===== src/assert_macros.svh =====
// assertion macros shared by the scheduler rtl
`ifndef ASSERT_MACROS_SVH
`define ASSERT_MACROS_SVH

// property checked every clock edge outside reset
`define RRFS_ASSERT(lbl, clk, rstn, prop, msg) \
  lbl: assert property (@(posedge clk) disable iff (!(rstn)) (prop)) else $error(msg);

// antecedent in one cycle implies consequent in the next
`define RRFS_ASSERT_NEXT(lbl, clk, rstn, ante, cons, msg) \
  lbl: assert property (@(posedge clk) disable iff (!(rstn)) (ante) |=> (cons)) \
    else $error(msg);

`endif


===== src/rrfs_pkg.sv =====
// shared constants, types and codes of the round-robin fiber scheduler
package rrfs_pkg;

  localparam int unsigned NUM_FIBERS = 16;
  localparam int unsigned ID_W       = $clog2(NUM_FIBERS);
  localparam int unsigned CNT_W      = $clog2(NUM_FIBERS + 1);
  localparam int unsigned REQ_W      = 3;
  localparam int unsigned RES_W      = 2;
  localparam int unsigned BUDGET_W   = 16;
  localparam logic [BUDGET_W-1:0] BUDGET_RESET = 16'd1000;

  // apb register file
  localparam int unsigned APB_DATA_W = 32;
  localparam int unsigned PADDR_W    = 3;
  localparam int unsigned REG_IDX_W  = PADDR_W - 2;
  localparam logic [REG_IDX_W-1:0] REG_DEFAULT_BUDGET = '0;

  // request codes
  localparam logic [REQ_W-1:0] REQ_SPAWN  = 3'd0;
  localparam logic [REQ_W-1:0] REQ_TICK   = 3'd1;
  localparam logic [REQ_W-1:0] REQ_BLOCK  = 3'd2;
  localparam logic [REQ_W-1:0] REQ_FINISH = 3'd3;
  localparam logic [REQ_W-1:0] REQ_WAKE   = 3'd4;

  // result status codes
  localparam logic [RES_W-1:0] RES_DONE    = 2'd0;
  localparam logic [RES_W-1:0] RES_IGNORED = 2'd1;
  localparam logic [RES_W-1:0] RES_BUSY    = 2'd2;

  typedef enum logic [1:0] {
    FS_FREE     = 2'd0,
    FS_RUNNABLE = 2'd1,
    FS_RUNNING  = 2'd2,
    FS_BLOCKED  = 2'd3
  } fiber_state_e;

  // run queue control from the scheduler
  typedef struct packed {
    logic            push;
    logic [ID_W-1:0] push_id;
    logic            pop;
  } q_ctrl_t;

  // run queue state seen by the scheduler
  typedef struct packed {
    logic [CNT_W-1:0] fill;
    logic [ID_W-1:0]  head_id;
  } q_stat_t;

  // one result
  typedef struct packed {
    logic             running_valid;
    logic [ID_W-1:0]  running_id;
    logic             switched;
    logic [RES_W-1:0] status;
    logic [CNT_W-1:0] queue_count;
  } sched_res_t;

endpackage


===== src/rrfs_intf.sv =====
// request and result channel interfaces of the scheduler

interface rrfs_req_if;
  logic                        valid;
  logic                        ready;
  logic [rrfs_pkg::REQ_W-1:0]  req_type;
  logic [rrfs_pkg::ID_W-1:0]   fiber_id;

  modport source (output valid, output req_type, output fiber_id, input ready);
  modport sink   (input valid, input req_type, input fiber_id, output ready);
endinterface

interface rrfs_rsp_if;
  logic                        valid;
  logic                        ready;
  logic                        running_valid;
  logic [rrfs_pkg::ID_W-1:0]   running_id;
  logic                        switched;
  logic [rrfs_pkg::RES_W-1:0]  status;
  logic [rrfs_pkg::CNT_W-1:0]  queue_count;

  modport source (output valid, output running_valid, output running_id,
                  output switched, output status, output queue_count, input ready);
  modport sink   (input valid, input running_valid, input running_id,
                  input switched, input status, input queue_count, output ready);
endinterface


===== src/rrfs_cfg.sv =====
// apb register file holding the dispatch budget
module rrfs_cfg (
  input  logic                                clk_i,
  input  logic                                rst_ni,
  input  logic                                psel,
  input  logic                                penable,
  input  logic                                pwrite,
  input  logic [rrfs_pkg::PADDR_W-1:0]        paddr,
  input  logic [rrfs_pkg::APB_DATA_W-1:0]     pwdata,
  output logic [rrfs_pkg::APB_DATA_W-1:0]     prdata,
  output logic                                pready,
  output logic [rrfs_pkg::BUDGET_W-1:0]       reload_budget_o
);

  logic [rrfs_pkg::BUDGET_W-1:0]  budget_q, budget_d;
  logic [rrfs_pkg::REG_IDX_W-1:0] reg_idx;
  logic                           wr_en;

  assign reg_idx = paddr[rrfs_pkg::PADDR_W-1:2];
  assign wr_en   = psel && penable && pwrite;
  assign pready  = 1'b1;

  always_comb begin
    budget_d = budget_q;
    if (wr_en && (reg_idx == rrfs_pkg::REG_DEFAULT_BUDGET)) begin
      budget_d = pwdata[rrfs_pkg::BUDGET_W-1:0];
    end
  end

  always_ff @(posedge clk_i or negedge rst_ni) begin
    if (!rst_ni) begin
      budget_q <= rrfs_pkg::BUDGET_RESET;
    end else begin
      budget_q <= budget_d;
    end
  end

  assign prdata = (reg_idx == rrfs_pkg::REG_DEFAULT_BUDGET) ?
                  rrfs_pkg::APB_DATA_W'(budget_q) : '0;
  assign reload_budget_o = budget_q;

endmodule


===== src/rrfs_queue.sv =====
// circular run queue of fiber ids
module rrfs_queue (
  input  logic              clk_i,
  input  logic              rst_ni,
  input  rrfs_pkg::q_ctrl_t ctrl_i,
  output rrfs_pkg::q_stat_t stat_o
);

  logic [rrfs_pkg::ID_W-1:0]  store_q [rrfs_pkg::NUM_FIBERS];
  logic [rrfs_pkg::ID_W-1:0]  head_q, head_d;
  logic [rrfs_pkg::ID_W-1:0]  tail_q, tail_d;
  logic [rrfs_pkg::CNT_W-1:0] fill_q, fill_d;

  // pointers wrap naturally at the queue depth
  always_comb begin
    head_d = ctrl_i.pop  ? head_q + rrfs_pkg::ID_W'(1) : head_q;
    tail_d = ctrl_i.push ? tail_q + rrfs_pkg::ID_W'(1) : tail_q;
    fill_d = fill_q + rrfs_pkg::CNT_W'(ctrl_i.push) - rrfs_pkg::CNT_W'(ctrl_i.pop);
  end

  always_ff @(posedge clk_i or negedge rst_ni) begin
    if (!rst_ni) begin
      head_q <= '0;
      tail_q <= '0;
      fill_q <= '0;
    end else begin
      head_q <= head_d;
      tail_q <= tail_d;
      fill_q <= fill_d;
    end
  end

  always_ff @(posedge clk_i) begin
    if (ctrl_i.push) begin
      store_q[tail_q] <= ctrl_i.push_id;
    end
  end

  assign stat_o.fill    = fill_q;
  assign stat_o.head_id = store_q[head_q];

endmodule


===== src/rrfs_sched.sv =====
// fiber status table, running fiber and budget, one event per cycle while fire_i is high
module rrfs_sched (
  input  logic                           clk_i,
  input  logic                           rst_ni,
  input  logic                           fire_i,
  input  logic [rrfs_pkg::REQ_W-1:0]     req_type_i,
  input  logic [rrfs_pkg::ID_W-1:0]      fiber_id_i,
  input  logic [rrfs_pkg::BUDGET_W-1:0]  reload_budget_i,
  input  rrfs_pkg::q_stat_t              q_stat_i,
  output rrfs_pkg::q_ctrl_t              q_ctrl_o,
  output rrfs_pkg::sched_res_t           res_o
);

  rrfs_pkg::fiber_state_e tab_q [rrfs_pkg::NUM_FIBERS];
  rrfs_pkg::fiber_state_e tab_d [rrfs_pkg::NUM_FIBERS];
  logic [rrfs_pkg::ID_W-1:0]     cur_q, cur_d;
  logic                          run_q, run_d;
  logic [rrfs_pkg::BUDGET_W-1:0] budget_q, budget_d;

  rrfs_pkg::fiber_state_e        id_state;
  rrfs_pkg::fiber_state_e        wr_val;
  logic                          wr_en;
  logic [rrfs_pkg::ID_W-1:0]     wr_id;
  logic                          push;
  logic                          push_ok;
  logic [rrfs_pkg::ID_W-1:0]     push_id;
  logic                          stop;
  logic                          pop;
  logic [rrfs_pkg::ID_W-1:0]     disp_id;
  logic [rrfs_pkg::RES_W-1:0]    res_status;
  logic                          q_full;

  assign id_state = tab_q[fiber_id_i];
  assign q_full   = (q_stat_i.fill == rrfs_pkg::CNT_W'(rrfs_pkg::NUM_FIBERS));

  // event decode
  always_comb begin
    res_status = rrfs_pkg::RES_IGNORED;
    wr_en      = 1'b0;
    wr_id      = fiber_id_i;
    wr_val     = rrfs_pkg::FS_RUNNABLE;
    push       = 1'b0;
    push_id    = fiber_id_i;
    stop       = 1'b0;
    budget_d   = budget_q;
    unique case (req_type_i)
      rrfs_pkg::REQ_SPAWN: begin
        if (id_state == rrfs_pkg::FS_FREE) begin
          wr_en      = 1'b1;
          push       = 1'b1;
          res_status = rrfs_pkg::RES_DONE;
        end else begin
          res_status = rrfs_pkg::RES_BUSY;
        end
      end
      rrfs_pkg::REQ_TICK: begin
        if (run_q) begin
          res_status = rrfs_pkg::RES_DONE;
          if (budget_q != '0) begin
            budget_d = budget_q - rrfs_pkg::BUDGET_W'(1);
          end else begin
            // quantum spent: requeue the running fiber at the tail
            wr_en   = 1'b1;
            wr_id   = cur_q;
            push    = 1'b1;
            push_id = cur_q;
            stop    = 1'b1;
          end
        end
      end
      rrfs_pkg::REQ_BLOCK, rrfs_pkg::REQ_FINISH: begin
        if (run_q) begin
          res_status = rrfs_pkg::RES_DONE;
          wr_en      = 1'b1;
          wr_id      = cur_q;
          wr_val     = (req_type_i == rrfs_pkg::REQ_BLOCK) ? rrfs_pkg::FS_BLOCKED
                                                           : rrfs_pkg::FS_FREE;
          stop       = 1'b1;
        end
      end
      rrfs_pkg::REQ_WAKE: begin
        if (id_state == rrfs_pkg::FS_BLOCKED) begin
          wr_en      = 1'b1;
          push       = 1'b1;
          res_status = rrfs_pkg::RES_DONE;
        end
      end
      default: begin
      end
    endcase
  end

  // dispatch when idle after the event and a fiber is waiting
  always_comb begin
    push_ok = fire_i && push && !q_full;
    run_d   = run_q && !(fire_i && stop);
    pop     = fire_i && !run_d && ((q_stat_i.fill != '0) || push_ok);
    // empty queue: the fiber pushed in this cycle is the head
    disp_id = (q_stat_i.fill == '0) ? push_id : q_stat_i.head_id;
    cur_d   = cur_q;
    if (pop) begin
      run_d = 1'b1;
      cur_d = disp_id;
    end
  end

  always_comb begin
    for (int i = 0; i < int'(rrfs_pkg::NUM_FIBERS); i++) begin
      tab_d[i] = tab_q[i];
      if (fire_i && wr_en && (wr_id == rrfs_pkg::ID_W'(i))) begin
        tab_d[i] = wr_val;
      end
      if (pop && (disp_id == rrfs_pkg::ID_W'(i))) begin
        tab_d[i] = rrfs_pkg::FS_RUNNING;
      end
    end
  end

  always_ff @(posedge clk_i or negedge rst_ni) begin
    if (!rst_ni) begin
      for (int i = 0; i < int'(rrfs_pkg::NUM_FIBERS); i++) begin
        tab_q[i] <= rrfs_pkg::FS_FREE;
      end
      cur_q    <= '0;
      run_q    <= 1'b0;
      budget_q <= '0;
    end else begin
      tab_q <= tab_d;
      cur_q <= cur_d;
      run_q <= run_d;
      if (pop) begin
        budget_q <= reload_budget_i;
      end else if (fire_i) begin
        budget_q <= budget_d;
      end
    end
  end

  assign q_ctrl_o.push    = push_ok;
  assign q_ctrl_o.push_id = push_id;
  assign q_ctrl_o.pop     = pop;

  assign res_o.running_valid = run_d;
  assign res_o.running_id    = run_d ? cur_d : '0;
  assign res_o.switched      = pop;
  assign res_o.status        = res_status;
  assign res_o.queue_count   = q_stat_i.fill + rrfs_pkg::CNT_W'(push_ok)
                               - rrfs_pkg::CNT_W'(pop);

endmodule


===== src/round_robin_fiber_scheduler_core.sv =====
// top level of the round-robin fiber scheduler
// Round-robin fiber scheduler for 16 fiber ids with a per-dispatch tick budget.
// Each request (spawn, safepoint tick, block, finish, wake) gives exactly one
// result with the running fiber, a switched flag, a status code and the run
// queue depth. Requests are taken one per cycle, sustained: a request is
// registered on acceptance, the status table, run queue and budget are updated
// when the request advances, in a single combinational pass, and the result is
// registered together with them. The rate is set by that single-pass update
// of the status table and the queue pointers; back pressure on the result
// side stalls both stages together. The budget reload register (reset 1000)
// sits at byte address 0 of the apb port and should only be written while no
// request is in flight. No clearing pass is needed after reset.
`include "assert_macros.svh"

module round_robin_fiber_scheduler_core (
  input  logic                             clk_i,
  input  logic                             rst_ni,
  rrfs_req_if.sink                         req_i,
  rrfs_rsp_if.source                       rsp_o,
  input  logic                             psel,
  input  logic                             penable,
  input  logic                             pwrite,
  input  logic [rrfs_pkg::PADDR_W-1:0]     paddr,
  input  logic [rrfs_pkg::APB_DATA_W-1:0]  pwdata,
  output logic [rrfs_pkg::APB_DATA_W-1:0]  prdata,
  output logic                             pready
);

  // input stage
  logic                           in_valid_q;
  logic [rrfs_pkg::REQ_W-1:0]     in_req_q;
  logic [rrfs_pkg::ID_W-1:0]      in_id_q;
  // result stage
  logic                           out_valid_q, out_valid_d;
  rrfs_pkg::sched_res_t           out_res_q;

  logic                           advance;
  logic                           in_take;
  logic [rrfs_pkg::BUDGET_W-1:0]  reload_budget;
  rrfs_pkg::q_ctrl_t              q_ctrl;
  rrfs_pkg::q_stat_t              q_stat;
  rrfs_pkg::sched_res_t           res;

  // the registered request moves on when the result slot is free or drains
  assign advance     = in_valid_q && (!out_valid_q || rsp_o.ready);
  assign req_i.ready = !in_valid_q || advance;
  assign in_take     = req_i.valid && req_i.ready;

  always_ff @(posedge clk_i or negedge rst_ni) begin
    if (!rst_ni) begin
      in_valid_q <= 1'b0;
    end else if (req_i.ready) begin
      in_valid_q <= req_i.valid;
    end
  end

  // request payload, no reset needed
  always_ff @(posedge clk_i) begin
    if (in_take) begin
      in_req_q <= req_i.req_type;
      in_id_q  <= req_i.fiber_id;
    end
  end

  rrfs_cfg u_cfg (
    .clk_i           (clk_i),
    .rst_ni          (rst_ni),
    .psel            (psel),
    .penable         (penable),
    .pwrite          (pwrite),
    .paddr           (paddr),
    .pwdata          (pwdata),
    .prdata          (prdata),
    .pready          (pready),
    .reload_budget_o (reload_budget)
  );

  rrfs_queue u_queue (
    .clk_i  (clk_i),
    .rst_ni (rst_ni),
    .ctrl_i (q_ctrl),
    .stat_o (q_stat)
  );

  rrfs_sched u_sched (
    .clk_i           (clk_i),
    .rst_ni          (rst_ni),
    .fire_i          (advance),
    .req_type_i      (in_req_q),
    .fiber_id_i      (in_id_q),
    .reload_budget_i (reload_budget),
    .q_stat_i        (q_stat),
    .q_ctrl_o        (q_ctrl),
    .res_o           (res)
  );

  // result register
  always_comb begin
    out_valid_d = out_valid_q;
    if (advance) begin
      out_valid_d = 1'b1;
    end else if (rsp_o.ready) begin
      out_valid_d = 1'b0;
    end
  end

  always_ff @(posedge clk_i or negedge rst_ni) begin
    if (!rst_ni) begin
      out_valid_q <= 1'b0;
    end else begin
      out_valid_q <= out_valid_d;
    end
  end

  always_ff @(posedge clk_i) begin
    if (advance) begin
      out_res_q <= res;
    end
  end

  assign rsp_o.valid         = out_valid_q;
  assign rsp_o.running_valid = out_res_q.running_valid;
  assign rsp_o.running_id    = out_res_q.running_id;
  assign rsp_o.switched      = out_res_q.switched;
  assign rsp_o.status        = out_res_q.status;
  assign rsp_o.queue_count   = out_res_q.queue_count;

  // an idle scheduler always has an empty run queue
  `RRFS_ASSERT(a_idle_queue_empty, clk_i, rst_ni,
    !(rsp_o.valid && !rsp_o.running_valid) ||
    (rsp_o.queue_count == '0 && rsp_o.running_id == '0),
    "idle result with waiting fibers or nonzero id")

  // a dispatch always leaves a fiber running
  `RRFS_ASSERT(a_switch_runs, clk_i, rst_ni,
    !(rsp_o.valid && rsp_o.switched) || rsp_o.running_valid,
    "switched without a running fiber")

  // the queue never holds more fibers than there are ids
  `RRFS_ASSERT(a_queue_bound, clk_i, rst_ni,
    !rsp_o.valid || (rsp_o.queue_count <= rrfs_pkg::CNT_W'(rrfs_pkg::NUM_FIBERS)),
    "queue count above fiber count")

  // a request that moves on shows up as a result in the next cycle
  `RRFS_ASSERT_NEXT(a_advance_result, clk_i, rst_ni, advance, rsp_o.valid,
    "advanced request produced no result")

endmodule

===== src/flat_wrapper.sv =====
// flat-port wrapper written by rule: the top's interface ports become plain ports
module round_robin_fiber_scheduler_core_flat 
  (clk_i, rst_ni, psel, penable, pwrite, paddr, pwdata, prdata, pready, req_i_valid, req_i_req_type, req_i_fiber_id, req_i_ready, rsp_o_valid, rsp_o_running_valid, rsp_o_running_id, rsp_o_switched, rsp_o_status, rsp_o_queue_count, rsp_o_ready);
  rrfs_req_if req_i_i ();
  rrfs_rsp_if rsp_o_i ();
  input  logic clk_i;
  input  logic rst_ni;
  input  logic psel;
  input  logic penable;
  input  logic pwrite;
  input  logic [rrfs_pkg::PADDR_W-1:0] paddr;
  input  logic [rrfs_pkg::APB_DATA_W-1:0] pwdata;
  output logic [rrfs_pkg::APB_DATA_W-1:0] prdata;
  output logic pready;
  input wire logic [$bits(req_i_i.valid)-1:0] req_i_valid;
  input wire logic [$bits(req_i_i.req_type)-1:0] req_i_req_type;
  input wire logic [$bits(req_i_i.fiber_id)-1:0] req_i_fiber_id;
  output wire logic [$bits(req_i_i.ready)-1:0] req_i_ready;
  output wire logic [$bits(rsp_o_i.valid)-1:0] rsp_o_valid;
  output wire logic [$bits(rsp_o_i.running_valid)-1:0] rsp_o_running_valid;
  output wire logic [$bits(rsp_o_i.running_id)-1:0] rsp_o_running_id;
  output wire logic [$bits(rsp_o_i.switched)-1:0] rsp_o_switched;
  output wire logic [$bits(rsp_o_i.status)-1:0] rsp_o_status;
  output wire logic [$bits(rsp_o_i.queue_count)-1:0] rsp_o_queue_count;
  input wire logic [$bits(rsp_o_i.ready)-1:0] rsp_o_ready;
  assign req_i_i.valid = req_i_valid;
  assign req_i_i.req_type = req_i_req_type;
  assign req_i_i.fiber_id = req_i_fiber_id;
  assign req_i_ready = req_i_i.ready;
  assign rsp_o_valid = rsp_o_i.valid;
  assign rsp_o_running_valid = rsp_o_i.running_valid;
  assign rsp_o_running_id = rsp_o_i.running_id;
  assign rsp_o_switched = rsp_o_i.switched;
  assign rsp_o_status = rsp_o_i.status;
  assign rsp_o_queue_count = rsp_o_i.queue_count;
  assign rsp_o_i.ready = rsp_o_ready;
  round_robin_fiber_scheduler_core u_core (.clk_i(clk_i), .rst_ni(rst_ni), .req_i(req_i_i), .rsp_o(rsp_o_i), .psel(psel), .penable(penable), .pwrite(pwrite), .paddr(paddr), .pwdata(pwdata), .prdata(prdata), .pready(pready));
endmodule

===== config.mk =====
export PLATFORM = sky130hd
export DESIGN_NAME = round_robin_fiber_scheduler_core_flat
export DESIGN_NICKNAME = d
export VERILOG_FILES = /design/src/rrfs_pkg.sv /design/src/rrfs_intf.sv /design/src/rrfs_cfg.sv /design/src/rrfs_queue.sv /design/src/rrfs_sched.sv /design/src/round_robin_fiber_scheduler_core.sv /design/src/flat_wrapper.sv
export VERILOG_INCLUDE_DIRS = /design/src /design/src/src
export SDC_FILE = /design/constraint.sdc
export NUM_CORES = 1
export LEC_CHECK = 0
export ABC_AREA = 1
export BUFFER_PORTS_ARGS = -buffer_cell sky130_fd_sc_hd__buf_2
export CORE_ASPECT_RATIO = 0.75
export CORE_UTILIZATION = 34
export CTS_CLUSTER_SIZE = 14
export DETAILED_ROUTE_END_ITERATION = 10
export PLACE_DENSITY = 0.61
export SLEW_MARGIN = 20
export SYNTH_ARGS = -nofsm -noshare
export SYNTH_HDL_FRONTEND = slang
export SYNTH_SLANG_ARGS = --single-unit

===== constraint.sdc =====
create_clock -name clk_i -period 8.48 [get_ports clk_i]
set_input_delay 0 -clock clk_i [delete_from_list [all_inputs] [get_ports clk_i]]
set_output_delay 0 -clock clk_i [all_outputs]
set_load 0.02 [all_outputs]

-- After elaboration in Yosys (flattened, before gate mapping)
Memory sizes are Yosys's and may differ from the RTL's.
Index checks and enable logic that the tools add are counted.
- reductions and logical operators: 83
- $lt $le $gt $ge: 1
- bitwise logic cells: 2
- eq/ne operators: 36
- muxes and demuxes: 68
- $add $sub $neg: 5
- operator list (kind ; count):
    2-to-1 mux 16 bit ; 6
    2-to-1 mux 2 bit ; 38
    == test 4 bit (second input constant) ; 16
    logical AND 1 bit ; 44
    nonzero test 2 bit ; 21
    == test 4 x 3 -> 1 bit (second input constant) ; 8
    2-to-1 mux 4 bit ; 6
    == test 4 x 2 -> 1 bit (second input constant) ; 4
    nonzero test 16 bit ; 1
    subtractor 16 x 1 -> 16 bit (second input constant) ; 1
    2-to-1 mux 1 bit ; 12
    adder 4 x 1 -> 4 bit (second input constant) ; 2
    binary-select mux 2 bit (select 4 bit) ; 1
    == test 4 x 1 -> 1 bit (second input constant) ; 2
    logical NOT 4 bit ; 2
    one-hot mux 4 bit (2 select lines) ; 1
    == test 3 x 2 -> 1 bit (second input constant) ; 2
    one-hot mux 2 bit (3 select lines) ; 1
    adder 5 x 1 -> 5 bit ; 1
    == test 5 bit (second input constant) ; 1
    >= comparator 5 bit (second input constant) ; 1
    logical NOT 1 bit ; 5
    logical NOT 5 bit ; 1
    NOT 4 -> 5 bit ; 1
    other kinds (15) ; 17
- memories kept: 1
- output and inout bits: 48
- word-level logic and storage cells: 228
- register bits: 104
- input bits: 49
- memory bits (writable): 64
- memory list (name ; words ; width ; rd ports ; clocked after Yosys merged registers in ; write ports ; line ; text):
    u_core.u_queue.store_q ; 16 ; 4 ; 1 ; 0 ; 1 ; rrfs_queue.sv:9 ; logic [rrfs_pkg::ID_W-1:0] store_q [rrfs_pkg::NUM_FIBERS];

-- Longest topological paths before layout
Gate-level depths: netlist of run 1.
- word-level depth: 13
- depth in mapped cells: 23
- gate-level depth less buffers: 22

-- By module
A second synthesis of run 1 with hierarchy kept.
- cells, all modules: 1191
- area, all modules: 9648.0 um^2
- modules (own cells, without submodules) (module ; area an instance (um^2) ; cells an instance ; seq. area each (um^2) ; times used):
    rrfs_sched ; 4476.8 ; 692 ; 1326.3 ; 1
    rrfs_queue ; 3529.6 ; 342 ; 2247.2 ; 1
    rrfs_cfg ; 945.9 ; 125 ; 407.9 ; 1
    round_robin_fiber_scheduler_core ; 695.7 ; 32 ; 650.6 ; 1

-- Worst setup path after synthesis of run 1
No wires, ideal clock.
- path type: register to register
- start: reg u_core.out_valid_q (netlist: u_core.rsp_o.valid)
- end: reg u_core.out_res_q (netlist bit u_core.rsp_o.queue_count[4]) (data pin)
- path buffers: 1
- data required time: 8.215 ns
- library setup time: 0.265 ns
- setup slack: 5.030 ns
- cell stages (with the launch flop): 19
- arrival: 3.186 ns
- period minus slack after synthesis: 3.450 ns
- path through: dfrtp_1 > nand2_1 > nand2_1 > inv_1 > o21ai_0 > a41oi_1 > nand2_4 > nand2_4 > nand2_4 > inv_2 > buf_4 > ha_1 > inv_1 > ha_1 > fa_1 > a21oi_1 > nor2_1 > nor2_1 > xor2_1
- RTL lines (element ; line ; text):
    start, declared ; round_robin_fiber_scheduler_core.sv:34 ; logic out_valid_q, out_valid_d;
    start signal, assigned ; round_robin_fiber_scheduler_core.sv:111 ; out_valid_q <= out_valid_d;
    end signal, assigned ; round_robin_fiber_scheduler_core.sv:117 ; out_res_q <= res;
    end, declared ; round_robin_fiber_scheduler_core.sv:35 ; rrfs_pkg::sched_res_t out_res_q;

==> flow_summary.ini, run 1 <==
[run_status]
status = finished clean

[worst_setup_path]
r2r-end = u_core.rsp_o.queue_count[4]
path_cells = inv_2 -> nand2_1 -> nand2_1 -> nand2_1 -> nand3_1 -> nand3_1 -> nand2_1 -> nand3_1 -> nand3_2 -> nand2_4 -> nand2_4 -> nand2_4 -> inv_2 -> ha_1 -> inv_1 -> ha_1 -> fa_1 -> a21oi_1 -> nor2_1 -> nor2_1 -> xor2_1
reg2regPathDepth = 21
arrival_ns = 5.06
path_class = reg -> reg
slowest_stage = edfxtp_1
timing.rr.start = u_core.in_id_q[0]
path_max_fanout = 31
cp_common_cell = nand2_1
critPathLaunchType = register
cp_data_required_time_ns = 8.76
reg2reg_slack_ns = 3.70
max_stage_delay_ns = 0.81
crit_family = simple AND/OR/NAND/NOR gates
critPathCaptureType = register
path_buf_inv = 3

[power]
max-vdd-ir-drop_v = 0.000314
power_density_nw_per_um2 = 314
p_leak_nw = 4.83

[clock_tree]
cts_resized = 0
cts_root_buf = clkbuf_16
holdBufCountCts = 28
cts_buffer_depth = 2
insertion_delay_ns = 0.44
path_clk_slew_ns = 0.07
post_cts_buffers = 0
cts_tree = done
cts_buffers = 17
cts.sinks = 168
htree_levels = 4

[synthesis]
ys_top_cells_by_area = edfxtp_1 (28%), dfrtp_1 (22%), nand2_1 (14%)
synth_compound_area_frac = 0.0536
synth_xor_area_frac = 0.0236
ys_types = 35
ys_seq_area_frac = 0.520
synth.area.mux_share = 0
synth_top_area_share = 0.283
synthesis.area_um2 = 8910
yosys_warnings = 0
ys_ff_latch = 168
synth_top_family_by_area = simple AND/OR/NAND/NOR gates
synth_area_leader_cell = edfxtp_1
synth-adder-area-share = 0.0205
avgSynthCellArea_um2 = 8.19
yosys.area_share.simple = 0.295
synthCells = 1088

[grt]
grt_pass1_vias = 6745
grt.total_usage = 0.172
grt_antenna_before_repair = 0
grt_first_pass_wirelength_mm = 36.1
grt_max_degree = 45
overflow = 0

[floorplanning]
ios = 97
start_util = 0.352
die_h_um = 142
die_x_um = 189
std_cell_rows = 50
coreArea_um2 = 25300
dieArea_um2 = 26900

[route]
route.antenna.remaining_nets = 0
vias_per_cell = 4.76
wire_per_inst_um = 14.4
drt-total-wl_mm = 21.9
drt_iter0_markers = 559
vias = 7216
drcViolationCount = 0
drt_first_pass_iters = 5

[min_path]
hold_path.class = in -> async

[layout]
regArea_um2 = 4630
finalNetCount = 1227
syn_to_final_growth_pct = 15.3
n_fill_cell = 2549
diodes = 0
drive_gt1_frac = 0.109
stdcell_count = 1515
multiInputGateArea_um2 = 3560

[timing]
setup_violations = 0
finClkSkew_ns = 0.0131
worstMarginPinSlew_ns = 0.883
setup_tns_ns = 0
rsz0062_at_grt = no
fin_crit_sh = 0.563
fmaxAchievable_mhz = 209
slew_headroom = 0.409
hold_viol = 0
slew_viol_final = 0
fin_crit_ns = 4.78

[placement]
place_inst = 1454
port_buffers = 61
hpwl_mm = 15.4
place.gp.congestion = 0.892

[run]
max-cap-violations = 0
-- cells in the final DEF (no fill, tap or decap), types with 6 or more instances in the layout --
cell type / n
nand2_1: 329
xor2_1: 20
a21oi_1: 30
ha_1: 13
nand4_1: 13
inv_1: 112
dlygate4sd3_1: 28
conb_1: 17
o211ai_1: 6
o21ai_0: 33
dfrtp_1: 78
nor2_1: 143
edfxtp_1: 84
nor2_2: 9
nand3_1: 112
buf_2: 60
clkbuf_16: 17
dfstp_2: 6
o21ai_1: 7
-- cell type report --
type	instances	share of cell area
Clock buffer	18	0.0418
Clock inverter	14	0.0164
Inverter	116	0.0424
Multi-Input combinational cell	768	0.347
Sequential cell	168	0.451
Tap cell	338	0.0412
Timing Repair Buffer	93	0.0605
-- where the power goes --
part	internal [mW]	switching [mW]
registers	1.07	0.154
clock network	0.465	0.338
logic	0.390	0.813
-- through the flow --
stage / total power, mW / utilization / hold WS, ns / cell area, µm² / setup slack (ns)
3_3_place_gp: 2.40 / 0.370 / 0.0165 / 9380 / 3.77
2_1_floorplan: 2.11 / - / -0.296 / 8970 / 5.03
3_5_place_dp: 2.41 / 0.370 / 0.0181 / 9380 / 3.74
4_1_cts: 3.24 / 0.405 / 0.103 / 10300 / 3.73
5_1_grt: 3.48 / 0.405 / 0.118 / 10300 / 3.35
6_report: 3.23 / 0.405 / 0.0810 / 10300 / 3.70
-- worst reg2reg max path: stages, from the launching register on --
cell and delay [ns]:
edfxtp_1 0.81, inv_2 0.33, nand2_1 0.15, nand2_1 0.08, nand2_1 0.07, nand3_1 0.08
nand3_1 0.09, nand2_1 0.15, nand3_1 0.15, nand3_2 0.16, nand2_4 0.14, nand2_4 0.19
nand2_4 0.46, inv_2 0.25, ha_1 0.34, inv_1 0.04, ha_1 0.22, fa_1 0.44
a21oi_1 0.15, nor2_1 0.05, nor2_1 0.10, xor2_1 0.19
-- worst max-delay path by stage --
| stage | startpoint | to | slack [ns] | cells past startpoint |
|---|---|---|---|---|
| detailed placement | u_core.in_id_q[0] | u_core.rsp_o.queue_count[4] | 3.74 | 21 |
| floorplan | u_core.rsp_o.valid | u_core.rsp_o.queue_count[4] | 5.03 | 18 |
| global route | u_core.in_id_q[0] | u_core.rsp_o.queue_count[4] | 3.35 | 21 |
| CTS | u_core.in_id_q[0] | u_core.rsp_o.queue_count[4] | 3.73 | 21 |
| global placement | u_core.in_id_q[0] | u_core.rsp_o.queue_count[4] | 3.77 | 21 |
| finish | u_core.in_id_q[0] | u_core.rsp_o.queue_count[4] | 3.70 | 21 |
-- cells by family (layout without fill, tap and decap cells) --
group                      Yosys count  after routing
AOI/OAI and AO/OA                   86             86
other                                2             17
xor gates and xnor gates            24             24
and+or+nand+nor                    627            627
buffers and inverters              167            241
adders and majority gates           14             14
DFF                                168            168
-- synth_stat cells (all sizes together) --
master  count
nand3     113
edfxtp     84
dfstp       6
conb        2
nor2      153
a31oi       5
xnor2       4
a21oi      31
ha         13
fa          1
o211ai      6
xor2       20
nand2     337
nand3b      5
o21ai      43
nand4      13
nor3        3
inv       116
buf        36
clkbuf     15
dfrtp      78
nor4        3
a41oi       1
-- sequential cells by signal, summed over array words and instances, names as in the netlist, 2 cells and up --
signal / flops
u_core.u_queue.store_q: 64
u_core.u_sched.tab_q: 32
u_core.u_cfg.reload_budget_o: 16
u_core.u_sched.budget_q: 16
u_core.rsp_o.queue_count: 5
u_core.u_queue.fill_q: 5
u_core.in_id_q: 4
u_core.rsp_o.running_id: 4
u_core.u_queue.head_q: 4
u_core.u_queue.tail_q: 4
u_core.u_sched.cur_q: 4
u_core.in_req_q: 3
u_core.rsp_o.status: 2
-- metal layers --
metal / routed length [µm] / vias to the layer above / GRT usage / part of all wire
met5: 0 / - / 0 / 0
met3: 1460 / 16 / 0.0493 / 0.067
met2: 8860 / 195 / 0.237 / 0.41
li1: - / 3608 / - / -
met1: 11400 / 3397 / 0.262 / 0.52
met4: 177 / 0 / 0.0399 / 0.0081
No activity file was read; power rests on OpenSTA's default activity.
==> inputs of run 2 (changes only) <==
--- a/config.mk
+++ b/config.mk
@@ -6,13 +6,13 @@
 export SDC_FILE = /design/constraint.sdc
 export NUM_CORES = 1
 export LEC_CHECK = 0
-export ABC_AREA = 1
+export ABC_AREA = 0
 export BUFFER_PORTS_ARGS = -buffer_cell sky130_fd_sc_hd__buf_2
 export CORE_ASPECT_RATIO = 0.75
 export CORE_UTILIZATION = 34
 export CTS_CLUSTER_SIZE = 14
 export DETAILED_ROUTE_END_ITERATION = 10
-export PLACE_DENSITY = 0.61
+export PLACE_DENSITY = 0.63
 export SLEW_MARGIN = 20
 export SYNTH_ARGS = -nofsm -noshare
 export SYNTH_HDL_FRONTEND = slang
==> constraint.sdc (replaced) <==
create_clock -name clk_i -period 4 [get_ports clk_i]
set_input_delay 0 -clock clk_i [delete_from_list [all_inputs] [get_ports clk_i]]
set_output_delay 0 -clock clk_i [all_outputs]
set_load 0.02 [all_outputs]
==> run 2 against run 1 <==
Sequential cell count unchanged. Area after synthesis down 0.76%. Worst hold slack better by 0.13 ns. Highest routed layer unchanged. First-iteration DRC count up 25%. Global-route usage up 0.88 points. Wire length up 7.4%. Critical endpoint unchanged.
==> flow_summary.ini, run 2 <==
[run_status]
status = finished clean

[route]
vias = 6738
wl_met3_mm = 2.04
drt-total-wl_mm = 23.5
vias_per_cell = 5.63
drcViolationCount = 0
wire_per_inst_um = 19.6
maxUsedRoutingLayer = met4
wl_met1_mm = 11.6
drt_iter0_markers = 696
route.met2.wl_mm = 9.62
drt_first_pass_iters = 5
route.antenna.remaining_nets = 0

[placement]
port_buffers = 61
place.gp.congestion = 0.954
postPlaceCellArea_um2 = 9570
hpwl_mm = 16.3
pre_cts_slack_ns = 0.209

[timing]
fin_crit_sh = 0.940
finClkSkew_ns = 0.0170
rsz0062_at_grt = no
slew_headroom = 0.250
slew_viol_final = 0
worstMarginPinSlew_ns = 1.12
setup_slack_ns = 0.242
fin_crit_ns = 3.76
hold_viol = 0
hold_slack_ns = 0.208
setup_tns_ns = 0
setup_violations = 0
fmaxAchievable_mhz = 266

[synthesis]
ys_top_cells_by_area = edfxtp_1 (29%), dfrtp_1 (22%), mux4_2 (5.3%)
synth-adder-area-share = 0.0207
ys_top_cells_by_count = edfxtp_1 (84), dfrtp_1 (78), nand2_1 (47)
synth_top_family_by_area = simple AND/OR/NAND/NOR gates
yosys.area_share.simple = 0.144
synth_xor_area_frac = 0.0129
synthesis.area_um2 = 8840
ys_async_sr_fraction = 0.500
synth_area_leader_cell = edfxtp_1
synthCells = 746
synth_top_area_share = 0.285
ys_ff_latch = 168
synth_edf_count = 84
yosysMostFrequentCell = edfxtp_1
avgSynthCellArea_um2 = 11.9
ys_types = 77
synth_flop_cell = edfxtp_1
yosys_warnings = 0
synth_compound_area_frac = 0.142
ys_seq_area_frac = 0.524
synth.area.mux_share = 0.108

[power]
max-vdd-ir-drop_v = 0.000478
fin_total_pwr_mw = 6.88
p_leak_nw = 4.06
power_density_nw_per_um2 = 657

[grt]
grt_first_pass_wirelength_mm = 37.0
grt_max_degree = 61
grt_antenna_before_repair = 1
grt.total_usage = 0.181
overflow = 0
grt_pass1_vias = 6278

[floorplanning]
start_util = 0.350
dieArea_um2 = 26700
coreArea_um2 = 25300
die_x_um = 188
std_cell_rows = 50
ios = 97
die_h_um = 142

[layout]
fin_area_um2 = 10500
reg_top3 = u_core.u_queue.store_q: 64 flops, u_core.u_sched.tab_q: 32 flops
multiInputGateArea_um2 = 3860
syn_to_final_growth_pct = 18.4
diodes = 0
mostFrequentLayoutCells = edfxtp_1 (84), dfrtp_1 (78), buf_2 (60)
regMostFlops = u_core.u_queue.store_q
regArea_um2 = 4630
largest_reg_flops = 64
drive_gt1_frac = 0.239
finalNetCount = 908
n_fill_cell = 2409
final_common_cell = edfxtp_1

[worst_setup_path]
arrival_ns = 3.95
cp_data_required_time_ns = 4.19
critPathLaunchType = register
path_max_fanout = 13
path_class = reg -> reg
critPathCaptureType = register

[clock_tree]
cts_buffers = 17
htree_levels = 4
insertion_delay_ns = 0.45
path_clk_slew_ns = 0.07
cts_root_buf = clkbuf_16
cts.sinks = 168
cts_buffer_depth = 2
cts_tree = done

[run]
max-cap-violations = 0

[min_path]
hold_path.class = in -> async
run 2: cell count changes in the layout (fill, tap and decap cells not counted), sizes merged, moves of 24 or more:
cell / change
nor3: +36
o21ai: -24
nor2b: +26
mux2: +26
buf: +28
nor2: -129
nand2: -290
inv: -83
nand3: -91
run 2: kinds of logic (layout without fill, tap and decap cells):
logic type,Yosys count,count (layout)
multiplexers,66,66
XOR/XNOR,13,13
AO/OA/AOI/OAI,166,166
adder cells (fa/ha/maj),14,14
AND/OR/NAND/NOR,233,233
buffers and inverters,84,181
flip-flops,168,168
other,2,17
run 2: per-stage QoR:
step,cells,utilization
after floorplan,761,-
after CTS,1195,0.413
final,1196,0.414
after global placement,1136,0.379
after detailed placement,1136,0.379
after global routing,1196,0.414
run 2: layout make-up:
type	instances	area share
Timing Repair Buffer	120	0.0805
Clock inverter	15	0.0177
Inverter	29	0.0104
Tap cell	338	0.0404
Clock buffer	17	0.0406
Sequential cell	168	0.442
Multi-Input combinational cell	509	0.368
run 2: path summary, 6_finish.rpt:
check | start | end | slack, ns | cells past startpoint
worst max-delay path | u_core.in_id_q[0] | u_core.rsp_o.queue_count[4] | 0.24 | 16
worst min-delay path | rst_ni | u_core.u_sched.tab_q[5] | 0.21 | 2
worst max register to register | u_core.in_id_q[0] | u_core.rsp_o.queue_count[4] | 0.24 | 16
worst min register to register | u_core.u_queue.head_q[0] | u_core.u_queue.head_q[0] | 0.47 | 1
max in group asynchronous | rst_ni | u_core.u_cfg.reload_budget_o[6] | 2.87 | 3
min in group clk_i | req_i_req_type[1] | u_core.in_req_q[1] | 0.27 | 2
run 2: power by group:
group          switching [mW]  internal, mW  total, mW  leakage (nW)
logic                    1.45          1.04       2.49          2.00
clock network           0.779         0.948       1.73         0.299
registers               0.399          2.26       2.66          1.76
total                    2.62          4.25       6.88          4.06
run 2: layer usage:
| metal | vias up | track usage |
|---|---|---|
| met2 | 311 | 0.238 |
| li1 | 3041 | - |
| met5 | - | 0 |
| met4 | 0 | 0.0454 |
| met3 | 27 | 0.0470 |
| met1 | 3359 | 0.288 |
run 2: repair_timing:
item                       4_1_cts  5_1_grt
gates resized for setup          0        1
setup endpoints to repair        0        1
hold endpoints to repair        83        0
hold buffers                    27        0
buffers inserted                 0        1
run 2: worst max-delay path: stages, from the launching register on:
cell and delay (ns):
edfxtp_1 0.38, buf_12 0.17, mux4_2 0.51, nand3_1 0.12, and4_1 0.26, or3_1 0.27, a31oi_2 0.13, o21ai_1 0.23
inv_2 0.06, ha_1 0.27, inv_1 0.04, ha_1 0.22, fa_1 0.43, a21oi_1 0.15, nor2_1 0.06, nor2_1 0.11
xnor2_1 0.11
